==> src/hdl/emvt_pkg.sv <==
// ----------------------------------------------------------------------------
// emvt_pkg
// Shared widths, types and helpers for the weighted mean/variance tracker.
// ----------------------------------------------------------------------------
package emvt_pkg;

    localparam int SAMPLE_BITS  = 20;
    localparam int W_BITS       = 4;
    localparam int W_MAX        = 10;
    localparam int W_RESET      = 3;
    localparam int VAL_BITS     = SAMPLE_BITS + W_MAX;   // sample scaled by 2^w
    localparam int MEAN_BITS    = 32;
    localparam int DIFF_BITS    = MEAN_BITS + 1;
    localparam int MAG_BITS     = MEAN_BITS;
    localparam int PROD_BITS    = 2 * MAG_BITS;
    localparam int ACC_BITS     = PROD_BITS + 2;
    localparam int VAR_BITS     = 52;
    localparam int VAR_OUT_BITS = 40;
    localparam int ROOT_BITS    = VAR_OUT_BITS / 2;
    localparam int ROOT_CNT_BITS = $clog2(ROOT_BITS + 1);
    localparam int REM_BITS     = ROOT_BITS + 2;
    localparam int Q_DEPTH      = 2;
    localparam int Q_PTR_BITS   = (Q_DEPTH > 1) ? $clog2(Q_DEPTH) : 1;
    localparam int Q_CNT_BITS   = $clog2(Q_DEPTH + 1);

    typedef enum logic [2:0] {
        BK_IDLE,
        BK_MUL,
        BK_VAR_E,
        BK_VAR_T,
        BK_VAR_UPD,
        BK_OUT,
        BK_SQRT,
        BK_LOAD
    } t_back_state;

    // one classified sample on its way to the back end
    typedef struct packed {
        logic                first;
        logic [W_BITS-1:0]   w;
        logic [VAL_BITS-1:0] val1;
    } t_q_word;

    typedef struct packed {
        logic                    start;
        logic [VAR_OUT_BITS-1:0] operand;
    } t_sqrt_req;

    typedef struct packed {
        logic                 done;
        logic [ROOT_BITS-1:0] root;
    } t_sqrt_res;

    function automatic logic [W_BITS-1:0] eff_weight(input logic [W_BITS-1:0] w);
        return (w > W_BITS'(W_MAX)) ? W_BITS'(W_MAX) : w;
    endfunction

endpackage

==> src/hdl/emvt_front.sv <==
// ----------------------------------------------------------------------------
// emvt_front
// Input stage: takes a sample, scales it by 2^w and tags the seed word.
// ----------------------------------------------------------------------------
module emvt_front (
    input  logic                                i_clk,
    input  logic                                i_rst_n,
    input  logic                                i_valid,
    output logic                                o_ready,
    input  logic [emvt_pkg::SAMPLE_BITS-1:0]    i_sample,
    input  logic [emvt_pkg::W_BITS-1:0]         i_weight,
    output logic                                o_q_valid,
    output emvt_pkg::t_q_word                   o_q_word,
    input  logic                                i_q_ready
);

    logic               r_valid;
    logic               r_seeded;
    emvt_pkg::t_q_word  r_word;
    emvt_pkg::t_q_word  n_word;
    logic [emvt_pkg::VAL_BITS-1:0] ext;
    logic               accept;

    assign o_ready   = !r_valid || i_q_ready;
    assign accept    = i_valid && o_ready;
    assign o_q_valid = r_valid;
    assign o_q_word  = r_word;

    always_comb begin
        ext = {{emvt_pkg::W_MAX{i_sample[emvt_pkg::SAMPLE_BITS-1]}}, i_sample};
        n_word.first = !r_seeded;
        n_word.w     = i_weight;
        n_word.val1  = ext << i_weight;
    end

    always_ff @(posedge i_clk) begin
        if (!i_rst_n) begin
            r_valid  <= 1'b0;
            r_seeded <= 1'b0;
        end else begin
            if (o_ready) begin
                r_valid <= i_valid;
            end
            if (accept) begin
                r_seeded <= 1'b1;
            end
        end
    end

    always_ff @(posedge i_clk) begin
        if (accept) begin
            r_word <= n_word;
        end
    end

endmodule

==> src/hdl/emvt_queue.sv <==
// ----------------------------------------------------------------------------
// emvt_queue
// Small FIFO between the front and back ends.
// ----------------------------------------------------------------------------
module emvt_queue (
    input  logic                i_clk,
    input  logic                i_rst_n,
    input  logic                i_push_valid,
    output logic                o_push_ready,
    input  emvt_pkg::t_q_word   i_push_word,
    output logic                o_pop_valid,
    input  logic                i_pop,
    output emvt_pkg::t_q_word   o_pop_word
);

    emvt_pkg::t_q_word                  r_mem [emvt_pkg::Q_DEPTH];
    logic [emvt_pkg::Q_PTR_BITS-1:0]    r_wr_ptr;
    logic [emvt_pkg::Q_PTR_BITS-1:0]    r_rd_ptr;
    logic [emvt_pkg::Q_CNT_BITS-1:0]    r_count;
    logic                               push;
    logic                               pop;

    assign o_push_ready = (r_count != emvt_pkg::Q_CNT_BITS'(emvt_pkg::Q_DEPTH));
    assign o_pop_valid  = (r_count != '0);
    assign push         = i_push_valid && o_push_ready;
    assign pop          = i_pop && o_pop_valid;
    assign o_pop_word   = r_mem[r_rd_ptr];

    function automatic logic [emvt_pkg::Q_PTR_BITS-1:0] bump(
        input logic [emvt_pkg::Q_PTR_BITS-1:0] p
    );
        return (p == emvt_pkg::Q_PTR_BITS'(emvt_pkg::Q_DEPTH - 1)) ?
               '0 : p + emvt_pkg::Q_PTR_BITS'(1);
    endfunction

    always_ff @(posedge i_clk) begin
        if (!i_rst_n) begin
            r_wr_ptr <= '0;
            r_rd_ptr <= '0;
            r_count  <= '0;
        end else begin
            if (push) begin
                r_wr_ptr <= bump(r_wr_ptr);
            end
            if (pop) begin
                r_rd_ptr <= bump(r_rd_ptr);
            end
            if (push && !pop) begin
                r_count <= r_count + emvt_pkg::Q_CNT_BITS'(1);
            end else if (pop && !push) begin
                r_count <= r_count - emvt_pkg::Q_CNT_BITS'(1);
            end
        end
    end

    always_ff @(posedge i_clk) begin
        if (push) begin
            r_mem[r_wr_ptr] <= i_push_word;
        end
    end

endmodule

==> src/hdl/emvt_isqrt.sv <==
// ----------------------------------------------------------------------------
// emvt_isqrt
// Floor square root, one result bit per cycle (restoring digit recurrence).
// ----------------------------------------------------------------------------
module emvt_isqrt (
    input  logic                i_clk,
    input  logic                i_rst_n,
    input  emvt_pkg::t_sqrt_req i_req,
    output emvt_pkg::t_sqrt_res o_res
);

    logic                                 r_busy;
    logic                                 r_done;
    logic [emvt_pkg::ROOT_CNT_BITS-1:0]   r_cnt;
    logic [emvt_pkg::VAR_OUT_BITS-1:0]    r_x;
    logic [emvt_pkg::REM_BITS-1:0]        r_rem;
    logic [emvt_pkg::ROOT_BITS-1:0]       r_root;

    logic [emvt_pkg::REM_BITS+1:0]        rem_sh;
    logic [emvt_pkg::REM_BITS+1:0]        trial;
    logic                                 fits;
    logic                                 last_step;

    always_comb begin
        rem_sh = {r_rem, r_x[emvt_pkg::VAR_OUT_BITS-1 -: 2]};
        trial  = {2'b00, r_root, 2'b01};
        fits   = (rem_sh >= trial);
    end

    assign last_step  = r_busy &&
                        (r_cnt == emvt_pkg::ROOT_CNT_BITS'(emvt_pkg::ROOT_BITS - 1));
    assign o_res.done = r_done;
    assign o_res.root = r_root;

    always_ff @(posedge i_clk) begin
        if (!i_rst_n) begin
            r_busy <= 1'b0;
            r_done <= 1'b0;
            r_cnt  <= '0;
        end else begin
            r_done <= !i_req.start && last_step;
            if (i_req.start) begin
                r_busy <= 1'b1;
                r_cnt  <= '0;
            end else if (r_busy) begin
                r_cnt <= r_cnt + emvt_pkg::ROOT_CNT_BITS'(1);
                if (last_step) begin
                    r_busy <= 1'b0;
                end
            end
        end
    end

    always_ff @(posedge i_clk) begin
        if (i_req.start) begin
            r_x    <= i_req.operand;
            r_rem  <= '0;
            r_root <= '0;
        end else if (r_busy) begin
            r_x <= r_x << 2;
            if (fits) begin
                r_rem  <= emvt_pkg::REM_BITS'(rem_sh - trial);
                r_root <= {r_root[emvt_pkg::ROOT_BITS-2:0], 1'b1};
            end else begin
                r_rem  <= emvt_pkg::REM_BITS'(rem_sh);
                r_root <= {r_root[emvt_pkg::ROOT_BITS-2:0], 1'b0};
            end
        end
    end

endmodule

==> src/hdl/emvt_back.sv <==
// ----------------------------------------------------------------------------
// emvt_back
// Recurrence sequencer: mean/variance update, result scaling, output register.
// ----------------------------------------------------------------------------
module emvt_back (
    input  logic                                 i_clk,
    input  logic                                 i_rst_n,
    input  logic                                 i_q_valid,
    input  emvt_pkg::t_q_word                    i_q_word,
    output logic                                 o_q_pop,
    output emvt_pkg::t_sqrt_req                  o_sqrt_req,
    input  emvt_pkg::t_sqrt_res                  i_sqrt_res,
    output logic                                 o_valid,
    input  logic                                 i_ready,
    output logic [emvt_pkg::SAMPLE_BITS-1:0]     o_mean,
    output logic [emvt_pkg::VAR_OUT_BITS-1:0]    o_variance,
    output logic [emvt_pkg::ROOT_BITS-1:0]       o_std_dev
);

    localparam int DB = emvt_pkg::DIFF_BITS;
    localparam int MB = emvt_pkg::MEAN_BITS;
    localparam int AB = emvt_pkg::ACC_BITS;
    localparam int VB = emvt_pkg::VAR_BITS;
    localparam int OB = emvt_pkg::VAR_OUT_BITS;

    emvt_pkg::t_back_state r_state;
    emvt_pkg::t_back_state n_state;

    logic [emvt_pkg::W_BITS-1:0]        r_w;
    logic signed [MB-1:0]               r_mean;
    logic [VB-1:0]                      r_var;
    logic signed [DB-1:0]               r_d;
    logic [emvt_pkg::MAG_BITS-1:0]      r_ad;
    logic [emvt_pkg::PROD_BITS-1:0]     r_prod;
    logic [emvt_pkg::PROD_BITS-1:0]     r_e;
    logic signed [AB-1:0]               r_t;
    logic [emvt_pkg::SAMPLE_BITS-1:0]   r_mean_out;
    logic [OB-1:0]                      r_var_out;

    logic                               r_o_valid;
    logic [emvt_pkg::SAMPLE_BITS-1:0]   r_o_mean;
    logic [OB-1:0]                      r_o_var;
    logic [emvt_pkg::ROOT_BITS-1:0]     r_o_std;

    logic signed [DB-1:0]               val_ext;
    logic signed [DB-1:0]               mean_ext;
    logic signed [DB-1:0]               d;
    logic [DB-1:0]                      d_abs;
    logic [DB-1:0]                      bias_d;
    logic signed [DB-1:0]               step_d;
    logic [MB-1:0]                      bias_m;
    logic signed [MB-1:0]               mean_q;
    logic [emvt_pkg::PROD_BITS-1:0]     d2;
    logic signed [AB-1:0]               var_ext;
    logic signed [AB-1:0]               nv;
    logic [VB-1:0]                      nv_sat;
    logic [VB-1:0]                      var_sh;
    logic [OB-1:0]                      var_out;
    logic                               out_free;

    assign out_free   = !r_o_valid || i_ready;
    assign o_valid    = r_o_valid;
    assign o_mean     = r_o_mean;
    assign o_variance = r_o_var;
    assign o_std_dev  = r_o_std;

    // datapath
    always_comb begin
        val_ext  = {{(DB - emvt_pkg::VAL_BITS){i_q_word.val1[emvt_pkg::VAL_BITS-1]}},
                    i_q_word.val1};
        mean_ext = {r_mean[MB-1], r_mean};
        d        = val_ext - mean_ext;
        d_abs    = d[DB-1] ? DB'(-d) : DB'(d);

        // divide by 2^w toward zero: bias negatives before the arithmetic shift
        bias_d = r_d[DB-1] ? ((DB'(1) << r_w) - DB'(1)) : '0;
        step_d = $signed(r_d + bias_d) >>> r_w;
        bias_m = r_mean[MB-1] ? ((MB'(1) << r_w) - MB'(1)) : '0;
        mean_q = $signed(r_mean + bias_m) >>> r_w;

        d2      = r_prod >> r_w;
        var_ext = $signed({{(AB - VB){1'b0}}, r_var});
        nv      = var_ext + (r_t >>> r_w);
        if (nv[AB-1]) begin
            nv_sat = '0;
        end else if (|nv[AB-2:VB]) begin
            nv_sat = '1;
        end else begin
            nv_sat = nv[VB-1:0];
        end

        var_sh  = r_var >> r_w;
        var_out = (|var_sh[VB-1:OB]) ? '1 : var_sh[OB-1:0];
    end

    assign o_sqrt_req.start   = (r_state == emvt_pkg::BK_OUT);
    assign o_sqrt_req.operand = var_out;

    always_comb begin
        n_state = r_state;
        o_q_pop = 1'b0;
        unique case (r_state)
            emvt_pkg::BK_IDLE: begin
                if (i_q_valid) begin
                    o_q_pop = 1'b1;
                    n_state = i_q_word.first ? emvt_pkg::BK_OUT : emvt_pkg::BK_MUL;
                end
            end
            emvt_pkg::BK_MUL:     n_state = emvt_pkg::BK_VAR_E;
            emvt_pkg::BK_VAR_E:   n_state = emvt_pkg::BK_VAR_T;
            emvt_pkg::BK_VAR_T:   n_state = emvt_pkg::BK_VAR_UPD;
            emvt_pkg::BK_VAR_UPD: n_state = emvt_pkg::BK_OUT;
            emvt_pkg::BK_OUT:     n_state = emvt_pkg::BK_SQRT;
            emvt_pkg::BK_SQRT: begin
                if (i_sqrt_res.done) begin
                    n_state = emvt_pkg::BK_LOAD;
                end
            end
            emvt_pkg::BK_LOAD: begin
                if (out_free) begin
                    n_state = emvt_pkg::BK_IDLE;
                end
            end
            default: n_state = emvt_pkg::BK_IDLE;
        endcase
    end

    always_ff @(posedge i_clk) begin
        if (!i_rst_n) begin
            r_state   <= emvt_pkg::BK_IDLE;
            r_o_valid <= 1'b0;
            r_mean    <= '0;
            r_var     <= '0;
        end else begin
            r_state <= n_state;
            if (r_state == emvt_pkg::BK_LOAD && out_free) begin
                r_o_valid <= 1'b1;
            end else if (i_ready) begin
                r_o_valid <= 1'b0;
            end
            unique case (r_state)
                emvt_pkg::BK_IDLE: begin
                    if (i_q_valid && i_q_word.first) begin
                        r_mean <= MB'(val_ext);
                        r_var  <= '0;
                    end
                end
                emvt_pkg::BK_MUL: begin
                    r_mean <= r_mean + MB'(step_d);
                end
                emvt_pkg::BK_VAR_UPD: begin
                    r_var <= nv_sat;
                end
                default: ;
            endcase
        end
    end

    always_ff @(posedge i_clk) begin
        unique case (r_state)
            emvt_pkg::BK_IDLE: begin
                if (i_q_valid) begin
                    r_w  <= i_q_word.w;
                    r_d  <= d;
                    r_ad <= emvt_pkg::MAG_BITS'(d_abs);
                end
            end
            emvt_pkg::BK_MUL: begin
                r_prod <= r_ad * r_ad;
            end
            emvt_pkg::BK_VAR_E: begin
                r_e <= d2 - (d2 >> r_w);
            end
            emvt_pkg::BK_VAR_T: begin
                r_t <= $signed({2'b00, r_e}) - var_ext;
            end
            emvt_pkg::BK_OUT: begin
                r_mean_out <= mean_q[emvt_pkg::SAMPLE_BITS-1:0];
                r_var_out  <= var_out;
            end
            emvt_pkg::BK_LOAD: begin
                if (out_free) begin
                    r_o_mean <= r_mean_out;
                    r_o_var  <= r_var_out;
                    r_o_std  <= i_sqrt_res.root;
                end
            end
            default: ;
        endcase
    end

endmodule

==> src/hdl/ewm_mean_variance_tracker_core.sv <==
// The back-end sequencer works on one word at a time: pop, five recurrence steps
// (a seed word runs only the last of them), 20-step bit-serial square root and its
// done flag, then load, which waits while the output register holds a stalled word.
// The input stage and a 2-deep queue take new words while the back end works.
// Reset (i_rst_n low, synchronous) empties the pipe, clears mean and variance,
// restarts seeding and sets weight_shift to 3.
// ----------------------------------------------------------------------------
// ewm_mean_variance_tracker_core
// Exponentially weighted mean, variance and standard deviation of a sample
// stream.
// ----------------------------------------------------------------------------
module ewm_mean_variance_tracker_core (
    input  logic                                i_clk,
    input  logic                                i_rst_n,
    input  logic                                i_cfg_we,
    input  logic [emvt_pkg::W_BITS-1:0]         i_cfg_wdata,
    input  logic                                i_valid,
    output logic                                o_ready,
    input  logic [emvt_pkg::SAMPLE_BITS-1:0]    i_sample,
    output logic                                o_valid,
    input  logic                                i_ready,
    output logic [emvt_pkg::SAMPLE_BITS-1:0]    o_mean,
    output logic [emvt_pkg::VAR_OUT_BITS-1:0]   o_variance,
    output logic [emvt_pkg::ROOT_BITS-1:0]      o_std_dev
);

    logic [emvt_pkg::W_BITS-1:0] r_weight_shift;

    logic                 f_valid;
    logic                 f_ready;
    emvt_pkg::t_q_word    f_word;
    logic                 q_valid;
    logic                 q_pop;
    emvt_pkg::t_q_word    q_word;
    emvt_pkg::t_sqrt_req  sqrt_req;
    emvt_pkg::t_sqrt_res  sqrt_res;

    always_ff @(posedge i_clk) begin
        if (!i_rst_n) begin
            r_weight_shift <= emvt_pkg::W_BITS'(emvt_pkg::W_RESET);
        end else if (i_cfg_we) begin
            r_weight_shift <= i_cfg_wdata;
        end
    end

    emvt_front u_front (
        .i_clk      (i_clk),
        .i_rst_n    (i_rst_n),
        .i_valid    (i_valid),
        .o_ready    (o_ready),
        .i_sample   (i_sample),
        .i_weight   (emvt_pkg::eff_weight(r_weight_shift)),
        .o_q_valid  (f_valid),
        .o_q_word   (f_word),
        .i_q_ready  (f_ready)
    );

    emvt_queue u_queue (
        .i_clk        (i_clk),
        .i_rst_n      (i_rst_n),
        .i_push_valid (f_valid),
        .o_push_ready (f_ready),
        .i_push_word  (f_word),
        .o_pop_valid  (q_valid),
        .i_pop        (q_pop),
        .o_pop_word   (q_word)
    );

    emvt_isqrt u_isqrt (
        .i_clk   (i_clk),
        .i_rst_n (i_rst_n),
        .i_req   (sqrt_req),
        .o_res   (sqrt_res)
    );

    emvt_back u_back (
        .i_clk      (i_clk),
        .i_rst_n    (i_rst_n),
        .i_q_valid  (q_valid),
        .i_q_word   (q_word),
        .o_q_pop    (q_pop),
        .o_sqrt_req (sqrt_req),
        .i_sqrt_res (sqrt_res),
        .o_valid    (o_valid),
        .i_ready    (i_ready),
        .o_mean     (o_mean),
        .o_variance (o_variance),
        .o_std_dev  (o_std_dev)
    );

endmodule

==> config.mk <==
export PLATFORM = sky130hd
export DESIGN_NAME = ewm_mean_variance_tracker_core
export DESIGN_NICKNAME = d
export VERILOG_FILES = /design/src/hdl/emvt_pkg.sv /design/src/hdl/emvt_front.sv /design/src/hdl/emvt_queue.sv /design/src/hdl/emvt_isqrt.sv /design/src/hdl/emvt_back.sv /design/src/hdl/ewm_mean_variance_tracker_core.sv
export SDC_FILE = /design/constraint.sdc
export NUM_CORES = 2
export LEC_CHECK = 0
export BUFFER_PORTS_ARGS = -buffer_cell sky130_fd_sc_hd__buf_2
export CAP_MARGIN = 20
export CORE_MARGIN = 1
export CORE_UTILIZATION = 62
export DETAILED_ROUTE_END_ITERATION = 8
export GPL_TIMING_DRIVEN = 0
export PLACE_DENSITY = 0.79
export SKIP_CTS_REPAIR_TIMING = 1
export SYNTH_ARGS = -nofsm -noshare
export SYNTH_HDL_FRONTEND = slang
export SYNTH_SLANG_ARGS = --single-unit
==> constraint.sdc <==
create_clock -name i_clk -period 14.13 [get_ports i_clk]
set_clock_uncertainty 0.2 [all_clocks]
set_input_delay 0 -clock i_clk [delete_from_list [all_inputs] [get_ports i_clk]]
set_output_delay 0 -clock i_clk [all_outputs]
set_load 0.05 [all_outputs]
==> flow_summary.json <==
{
  "worstSkewPairLatency_ns": 0.77,
  "worstMarginPinSlew_ns": 1.38,
  "postSynthCellCount": 9141,
  "drive_gt1_share_pct": 7.03,
  "dpl-instance-area_um2": 88000,
  "ios": 111,
  "dieArea_um2": 138000,
  "design_area_um2": 91300,
  "cts_max_level": 3,
  "synth.top_cell.area_share_pct": 19.3,
  "yosysWarnings": 0,
  "dp_slack_ns": 0.642,
  "fin_ws_ns": 0.170,
  "firstDrtPassIters": 9,
  "viasPerCell": 6.77,
  "grtUsageMet2_pct": 73.6,
  "critPathTopFamily": "buffers and inverters",
  "grt_use_met1_pct": 57.5,
  "critPathSlowestCell": "clkbuf_1",
  "synthTopCellsByArea": "edfxtp_1 (19%), fa_1 (19%), ha_1 (8.8%), inv_1 (5.7%), mux4_2 (5.3%)",
  "antenna_found_initial": 49,
  "min_period_ns": 13.96,
  "post-route-drc-count": 5,
  "ys_ff_latch": 693,
  "cts_tree": "built",
  "via_count": 76492,
  "grt_pass1_wl_mm": 490,
  "maxCapViolCount": 0,
  "synth_area_per_cell_um2": 9.26,
  "synth_edf_count": 545,
  "cts.path.max_buffers": 3,
  "crit_path_max_incr_delay_ns": 0.94,
  "rsz0062_at_grt": "no",
  "cts-root-buf": "clkbuf_16",
  "drt_iter0_markers": 10972,
  "final_common_cell": "inv_1",
  "wire_per_inst_um": 30.3,
  "gr-total-overflow": 0,
  "cp-start-kind": "flip-flop",
  "synth_flop_cell": "edfxtp_1",
  "finalHoldViolCount": 1,
  "dp_hpwl_mm": 274,
  "status": "finished with violations",
  "reg2reg_slack_ns": 0.17,
  "die_h_um": 371,
  "synthDistinctLibCells": 94,
  "cts.sinks": 693,
  "wirelength_mm": 342,
  "port_buffers": 109,
  "seq_area_frac_synth_pct": 22.8,
  "period_share_pct": 98.8,
  "final_cell_mix": "inv_1 (1291), nand2_1 (1068), fa_1 (815)",
  "arrival_ns": 14.40,
  "start_util_pct": 62.5,
  "path_max_fanout": 10,
  "rows": 135,
  "grt_pass1_vias": 75346,
  "finalSetupViolations": 0,
  "required_ns": 14.57,
  "yosysTopAreaCell": "edfxtp_1",
  "cpMostUsedCell": "buf_2",
  "synthArstFlopShare_pct": 0,
  "crit_buf_inv": 10,
  "drv_slew": 0,
  "cts_buffers": 79,
  "grt_max_degree": 44,
  "core_um2": 135000,
  "end_kind": "flip-flop",
  "drtAntennaViolNets": 0,
  "fin_setup_tns_ns": 0,
  "syn_area_um2": 84600,
  "violations": "design-rule violations, negative hold slack",
  "relSlewSlack_pct": 5.57,
  "grt-busiest-layer": "met2",
  "critPathKind": "flip-flop to flip-flop",
  "nets": 10849,
  "gr-usage-met3_pct": 17.9,
  "fmax_ghz": 0.0716,
  "gp_congestion": 1.12,
  "fp.dieW_um": 371,
  "area_growth_pct": 7.87,
  "grt_use_total_pct": 49.2,
  "hp-class": "input port to flip-flop",
  "path_clk_slew_ns": 0.06,
  "whs_ns": -0.0122
}
## Yosys cell counts, types with 93 or more instances
master,instances
a211oi_1,93
a21o_1,212
a21oi_1,494
a31oi_1,112
and2_1,204
clkbuf_1,358
dfxtp_1,148
edfxtp_1,545
fa_1,815
ha_1,596
inv_1,1291
mux2i_1,318
mux4_2,199
nand2_1,1068
nor2_1,569
o21ai_0,409
xnor2_1,268
xor2_1,134
## state kept, by name, indices dropped and copies added, names as in the netlist, 5 cells and up, named ones only
name / cells
u_queue.r_mem: 70
u_back.r_t: 65
u_back.o_std_dev: 20
u_back.r_ad: 32
u_back.r_d: 32
u_back.r_e: 64
u_isqrt.r_x: 40
u_back.o_variance: 40
u_isqrt.r_root: 20
u_isqrt.r_cnt: 5
u_back.o_mean: 20
u_back.r_var: 52
u_back.r_prod: 63
u_back.r_mean_out: 20
u_back.r_mean: 32
u_back.r_var_out: 40
u_front.o_q_word: 35
u_isqrt.r_rem: 22
## metal layers
metal	wire length, um	vias up
met2	146000	5889
met5	404	-
li1	-	31744
met4	33000	42
met1	116000	37137
met3	46700	1680
## stage by stage
stage | util (%) | instances
finish | 67.4 | 11296
global route | 67.3 | 11262
CTS | 67.0 | 11223
detailed placement | 64.9 | 11075
global placement | 64.5 | 11044
floorplan | - | 9154
## logic make-up (layout without fill, tap and decap cells)
| group | after synthesis | count (layout) | share of synthesized area (%) |
|---|---|---|---|
| AO/OA/AOI/OAI | 1809 | 1809 | 13.7 |
| XOR/XNOR | 402 | 402 | 4.16 |
| adder cells (fa/ha/maj) | 1411 | 1411 | 28.1 |
| buffers and inverters | 1772 | 2094 | 7.92 |
| flip-flops | 693 | 693 | 22.8 |
| multiplexers | 594 | 594 | 10.1 |
| other | 1 | 53 | 0.00443 |
| AND/OR/NAND/NOR | 2459 | 2459 | 13.2 |
## tightest hold or removal path, delay by kind of cell
kind / cells / cell delay, ns
buffers and inverters: 1 / 0.18
muxes: 3 / 0.50
AOI/OAI and AO/OA: 1 / 0.13
## worst paths after layout
path	start	endpoint	cells past startpoint
min	i_sample[6]	u_front.o_q_word[9]	5
max reg2reg	u_back.r_w[0]	u_back.r_mean[28]	40
max	u_back.r_w[0]	u_back.r_mean[28]	40
min reg2reg	u_back.r_mean_out[0]	u_back.o_mean[0]	0
## final cells by class
cell class,count,area [um^2]
diodes,39,97.6
plain buffers,466,1810
clock buffers,109,2270
clock inverters,39,519
fillers,10530,44200
inverters,1305,4900
multi-input cells,6689,58700
flip-flops and latches,693,19300
well taps,1781,2230
repair buffers,175,1430
Power is left out: the tool's default activity adds up to more than one toggle a clock period on the data nets, which glitch-free logic cannot reach.
